## src/hdl/ggx_dly.sv

```systemverilog
// Enabled register delay line used to align the shadowing path with the distribution path.
`default_nettype none

module ggx_dly #(
    parameter int WIDTH = 16,
    parameter int DEPTH = 3
) (
    input  wire logic             aclk,
    input  wire logic             en,
    input  wire logic [WIDTH-1:0] din,
    output logic      [WIDTH-1:0] dout
);

    logic [WIDTH-1:0] tap_reg [0:DEPTH-1];

    always_ff @(posedge aclk) begin
        if (en) begin
            tap_reg[0] <= din;
        end
    end

    for (genvar i = 1; i < DEPTH; i++) begin : g_tap
        always_ff @(posedge aclk) begin
            if (en) begin
                tap_reg[i] <= tap_reg[i-1];
            end
        end
    end

    assign dout = tap_reg[DEPTH-1];

endmodule

`default_nettype wire

```

## config.mk

```make
export PLATFORM = sky130hd
export DESIGN_NAME = ggx_dly
export DESIGN_NICKNAME = d
export VERILOG_FILES = /design/src/hdl/ggx_dly.sv
export SDC_FILE = /design/constraint.sdc
export NUM_CORES = 1
export LEC_CHECK = 0
export BUFFER_PORTS_ARGS = -buffer_cell sky130_fd_sc_hd__buf_2
export CORE_UTILIZATION = 55
export DETAILED_ROUTE_END_ITERATION = 10
export PLACE_DENSITY_LB_ADDON = 0.15
export REMOVE_ABC_BUFFERS = 1
export SLEW_MARGIN = 20
export SYNTH_ARGS = -nofsm -noshare
export SYNTH_HDL_FRONTEND = slang
export SYNTH_SLANG_ARGS = --single-unit
```

## constraint.sdc

```tcl
create_clock -name aclk -period 1.78 [get_ports aclk]
set_input_delay 0.178 -clock aclk [delete_from_list [all_inputs] [get_ports aclk]]
set_output_delay 0.178 -clock aclk [all_outputs]
set_load 0.05 [all_outputs]
```

# [After elaboration in Yosys (flattened, before gate mapping)]
# Memory sizes are Yosys's and may differ from the RTL's.
# Index checks and enable logic that the tools add are counted.
# Widths: inputs -> output; s select.
[word_totals] ff_bits=0 latchBits=0 mem_bits_rw=48 romBits=0 inputBits=18 output_inout_bits=16 elab_cells=3 mem_count=1
[op_classes] add_sub_neg=0 n_mul=0 div_mod_pow=0 order_cmp=0 eq_ne=0 shift=0 n_mux=2 bitwise_logic=0 reduce_logical=0
[mem_list] name="tap_reg" depth=3 width=16 read_ports=3 rd_ports_with_merged_regs=0 write_ports=3 line="14" source="logic [WIDTH-1:0] tap_reg [0:DEPTH-1];"
[ops] cell="$mux 1" count=2

# [Logic depth before layout (Yosys ltp)]
# Gate-level depths: netlist (run 1).
[logic_depth] word_depth=2 mapped_depth=1 ltp_nobuf=0

# [Least setup slack after synthesis (run 1)]
# OpenSTA, ideal clock, no wires.
[synth_path] kind="register to output" start="mem tap_reg[2][0], in the netlist tap_reg[0][32]" end="out dout[0]" arrival_ns=0.523 t_required_ns=1.602 path_slack_ns=1.079 path_stages_with_launch=2 n_path_buf=1 cell_sequence="edfxtp_1 -> buf_4"
[synth_lines] item="start: declaration" line="14"
[synth_lines] item="end: declaration" line="11" source="output logic [WIDTH-1:0] dout"

==> reports/results.tsv, run 1 <==
stage	metric	value	unit
sta	Max Clock Skew	0.00605	ns
global_routing	global route overflow	0	
yosys	Synth Flop Type	edfxtp_1	
critical_path	crit-path leading delay family	flip-flops	
critical_path	WP buf/inv	1	
power_and_ir_drop	PwrDens	1040	mW/mm2
global_routing	initial antenna violation count	0	
sta	Slew headroom	0.831	
job	max cap viols	0	
yosys	ys async rst share	0	
critical_path	crit-path max cell delay	0.39	ns
yosys	sequential area share after synthesis	0.923	
yosys	most frequent cell after synthesis	edfxtp_1	
layout	antenna diode count	0	
routing	drt total wl	1770	um
yosys	count of different cell masters after synthesis	2	
clock_tree	H-Tree Depth	2	
yosys	Synth top cells by count	48 x edfxtp_1, 16 x buf_4	
power_and_ir_drop	Leak Pwr	0.702	nW
clock_tree	CTS tree	yes	
floorplanning	die width	55.3	um
routing	DR DRC count	0	
floorplanning	Die Height	55.3	um
critical_path	Critical Path Source Type	register	
clock_tree	Clock transition at path regs	0.12	ns
yosys	Cells after Synth	64	
routing	DRT Pass-1 Iters	3	
layout	max reg flops	48	
yosys	Synth area leaders	edfxtp_1 92%, buf_4 7.7%	
yosys	complex-gate fraction of the synthesized area	0	
layout	Final Util	0.722	
yosys	cell taking the most area after synthesis	edfxtp_1	
floorplanning	Cell Rows	18	
place	Final Wtd Congestion	0.594	
global_routing	All-Layer GR Usage	0.134	
sta	Pins Over Slew Limit	0	
critical_path	crit end category	output port	
floorplanning	Die ar.	0.00306	mm2
global_routing	number of global-route vias before repair	651	
floorplanning	Starting Density	0.603	
sta	setup tns final	0	ns
layout	proportion of layout cells with a drive suffix above 1	0.371	
sta	Worst Max-Slew Pin Slew	0.256	ns
sta	Tcrit/Tclk final	0.632	
yosys	Post-Synth Simple-Gate Area	0	
yosys	xor/xnor cell area share of the yosys netlist	0	
place	Port Buffers	33	
layout	Layout area overhead	19.7	%
yosys	#FFs+latches synth	48	
sta	Final Hold Fails	0	
sta	Final setup violation count	0	
clock_tree	Post-CTS Repair Setup Buffers	0	
critical_path	WP data arrival	0.95	ns
yosys	Syn Area/Cell	24.4	um2
power_and_ir_drop	maximum vdd drop	0.793	mV
sta	RSZ-0062 raised after global routing	false	
critical_path	WS Path Type	register to output port	
routing	Final ANT Viol Nets	0	
yosys	combinational family with the most area after synthesis	buffers and inverters	
clock_tree	clock root cell	clkbuf_4	
sta	f_max	0.889	GHz
floorplanning	core area	0.00259	mm2
clock_tree	Worst-Skew Late Latency	0.34	ns
clock_tree	maximum clock insertion buffer count	2	
layout	Multi-input gate area	0	um2
critical_path	Worst Path Required	1.60	ns
yosys	synthesized area	0.00156	mm2
yosys	mux share of post-synthesis cell area	0	
critical_path	worst-path cell with the longest stage delay	edfxtp_1	
yosys	adder and majority gate portion of the synthesized area	0	
sta	min cycle time layout	1.12	ns
yosys	Post-synth EDFFs	48	
routing	Via Count	628	
floorplanning	IO Pins	34	
routing	wire per inst	13.1	um
yosys	YS warnings	0	
outcome	outcome	finished, final reports clean	
yosys	Yosys top cell area share	0.923	
layout	comb_multi_in	0	
critical_path	CP max FO	1	
routing	vias per cell	4.65	
global_routing	first-pass GRT wire length	2830	um
critical_path	R2R setup slack	1.13	ns
clock_tree	Inserted Clock Buffers	5	
routing	DRT iter0 DRCs	13	
place	post-placement setup slack	0.922	ns
global_routing	largest net degree at the start of global routing	49	
clock_tree	clock tree sinks	48	
layout	Post-layout nets	123	
worst_hold_path	worst hold path class	input pin to register	
sta	worst setup margin	0.655	ns
critical_path	CP cell instances	buf_2	
## layer usage
layer / global-route usage / routed length [um] / vias up
met4: 0.0964 / 51 / 0
met1: 0.139 / 702 / 278
met2: 0.213 / 867 / 36
met3: 0.0585 / 149 / 6
li1: - / - / 308
met5: 0 / 0 / -
## final cells by class
class / count / area, um2
sequential: 48 / 1440
fill: 148 / 721
tap: 30 / 37.5
clock buffer: 5 / 37.5
clock inverter: 2 / 7.51
timing repair buffer: 50 / 345
## placed cells by master, fill, tap and decap left out
cell,instances
edfxtp_1,48
buf_2,33
dlygate4sd3_1,16
clkbuf_4,5
clkinv_1,2
buf_12,1
## stage by stage
stage	cell area (um2)	std cells	hold slack, ns	total power [mW]
2_1_floorplan	1440	48	0.277	1.45
3_3_place_gp	1660	112	0.356	1.51
3_5_place_dp	1660	112	0.356	1.52
4_1_cts	1870	135	0.304	1.97
5_1_grt	1870	135	0.309	2.02
6_report	1870	135	0.315	1.95
## logic make-up after synthesis
family and count (synthesis):
flops 48, buf+inv 16
## what timing repair did
| action | CTS | global route |
|---|---|---|
| gates resized for setup | 0 | 0 |
| hold buffers | 16 | 0 |
| endpoints found under the hold margin | 16 | 0 |
## worst paths after layout
| check | from | to | depth (start not counted) |
|---|---|---|---|
| max reg2reg | tap_reg[0][0] | tap_reg[0][16] | 0 |
| max | tap_reg[0][44] | dout[12] | 1 |
| min | en | tap_reg[0][2] | 2 |
| min reg2reg | tap_reg[0][26] | tap_reg[0][42] | 0 |
## report_power, final
| part | switching (mW) | internal, mW | total, mW |
|---|---|---|---|
| Sequential | 0.0185 | 1.33 | 1.35 |
| Combinational | 0.113 | 0.0545 | 0.168 |
| Clock | 0.289 | 0.138 | 0.427 |
| Total | 0.420 | 1.53 | 1.95 |
Note: power is estimated with default switching activity, not from simulation.
==> run 2, diff against run 1 <==
- CORE_UTILIZATION: 55 -> 52
- clock period: 1.78 -> 1.08 ns (I/O delays scaled with it)
==> reports/results.tsv, run 2 (synthesis gave the netlist of run 1 again) <==
stage	metric	value	unit
outcome	outcome	complete, but fails checks	
outcome	violated checks	DRC	
global_routing	largest net degree at the start of global routing	49	
power_and_ir_drop	PwrDens	1670	mW/mm2
routing	Via Count	648	
job	max cap viols	0	
layout	Multi-input gate area	0	um2
global_routing	All-Layer GR Usage	0.119	
clock_tree	maximum clock insertion buffer count	2	
global_routing	number of global-route vias before repair	643	
sta	setup tns final	0	ns
power_and_ir_drop	Leak Pwr	0.713	nW
floorplanning	die width	56.8	um
global_routing	global route overflow	0	
critical_path	Critical Path Source Type	register	
layout	fillcell total	187	
critical_path	WS Path Type	register to output port	
sta	RSZ-0062 raised after global routing	false	
sta	worst setup margin	0.0558	ns
floorplanning	Die ar.	0.00323	mm2
critical_path	R2R setup slack	0.44	ns
global_routing	first-pass GRT wire length	2610	um
sta	Pins Over Slew Limit	0	
place	Final Wtd Congestion	0.666	
critical_path	CP max FO	1	
global_routing	initial antenna violation count	0	
layout	Final Util	0.679	
floorplanning	Starting Density	0.557	
critical_path	worst-path cell with the longest stage delay	edfxtp_1	
layout	proportion of layout cells with a drive suffix above 1	0.379	
layout	Post-layout nets	123	
routing	DR DRC count	4	
floorplanning	Die Height	56.8	um
floorplanning	IO Pins	34	
critical_path	Worst R2R Path Depth	0	
layout	comb_multi_in	0	
layout	commonest non-fill, non-tap cell in the layout	edfxtp_1	
sta	Final setup violation count	0	
floorplanning	core area	0.00281	mm2
sta	Slew headroom	0.832	
critical_path	Crit path depth	1	
clock_tree	clock root cell	clkbuf_4	
clock_tree	Clock transition at path regs	0.11	ns
layout	antenna diode count	0	
clock_tree	Post-CTS Repair Setup Buffers	0	
critical_path	R2R Path Start	tap_reg[0][11]	
sta	Tcrit/Tclk final	0.948	
critical_path	reg2reg end	tap_reg[0][27]	
routing	DRT Pass-1 Iters	7	
worst_hold_path	worst hold path class	input pin to register	
sta	Final Hold Fails	0	
critical_path	WP buf/inv	1	
layout	Layout area overhead	22.0	%
layout	commonest cells after routing, fill and taps aside	48 x edfxtp_1, 21 x buf_2, 16 x dlygate4sd3_1	
critical_path	CP cell instances	buf_2	
sta	Worst Max-Slew Pin Slew	0.253	ns
sta	min cycle time layout	1.02	ns
routing	Final ANT Viol Nets	0	
routing	drt total wl	1610	um
critical_path	WP data arrival	0.92	ns
routing	vias per cell	4.84	
sta	Max Clock Skew	0.00295	ns
clock_tree	H-Tree Depth	2	
place	post-placement setup slack	0.285	ns
power_and_ir_drop	maximum vdd drop	1.02	mV
clock_tree	CTS tree	yes	
clock_tree	clock tree sinks	48	
routing	wire per inst	12.0	um
layout	max reg flops	48	
worst_hold_path	Hold Path Cell Cnt	2	
critical_path	crit-path max cell delay	0.33	ns
critical_path	Worst Path Required	0.97	ns
critical_path	crit end category	output port	
worst_hold_path	Hold Path End	tap_reg[0][25]	
critical_path	crit-path leading delay family	flip-flops	
routing	DRT iter0 DRCs	13	
worst_hold_path	min-delay src	en	
sta	f_max	0.976	GHz
place	Port Buffers	33	
clock_tree	Worst-Skew Late Latency	0.33	ns
floorplanning	Cell Rows	19	
clock_tree	Inserted Clock Buffers	5	
-- run 2: cell types whose count changed in the layout (fill, tap and decap cells not counted) --
| cell | previous run | this run |
|---|---|---|
| buf_2 | 33 | 21 |
| buf_6 | 0 | 3 |
| clkinv_1 | 2 | 0 |
| buf_4 | 0 | 9 |
-- run 2: area by class of cell --
class | instances | area [um2] | share of cell area
clock buffer | 5 | 37.5 | 0.0197
sequential | 48 | 1440 | 0.757
tap | 31 | 38.8 | 0.0204
timing repair buffer | 50 | 387 | 0.203
-- run 2: what timing repair did --
item                                    in CTS  in global routing
hold buffers                                16                  0
pin swaps                                    0                  0
gates resized for setup                      1                 25
endpoints found under the setup margin       1                 12
endpoints found under the hold margin       16                  0
-- run 2: worst max path at each step --
stage | from | end
finish | tap_reg[0][46] | dout[14]
global route | tap_reg[0][34] | dout[2]
CTS | tap_reg[0][41] | dout[9]
detailed placement | en | tap_reg[0][37]
global placement | en | tap_reg[0][37]
floorplan | tap_reg[0][32] | dout[0]
-- run 2: power by group --
part / switching [mW] / internal [mW]
logic: 0.185 / 0.109
clock network: 0.446 / 0.218
registers: 0.0301 / 2.20
total: 0.661 / 2.53
-- run 2: metal layers --
layer	share of wire	global-route usage	vias to the layer above
li1	-	-	305
met1	0.37	0.115	311
met2	0.54	0.201	26
met3	0.066	0.0507	6
met4	0.025	0.0836	0
met5	0	0	-
-- run 2: through the flow --
stage	instances	total power [mW]	instance area [um2]	hold WS, ns
2_1_floorplan	48	2.39	1440	0.207
3_3_place_gp	113	2.49	1670	0.285
3_5_place_dp	113	2.50	1670	0.286
4_1_cts	134	3.22	1870	0.248
5_1_grt	134	3.32	1900	0.246
6_report	134	3.19	1900	0.261
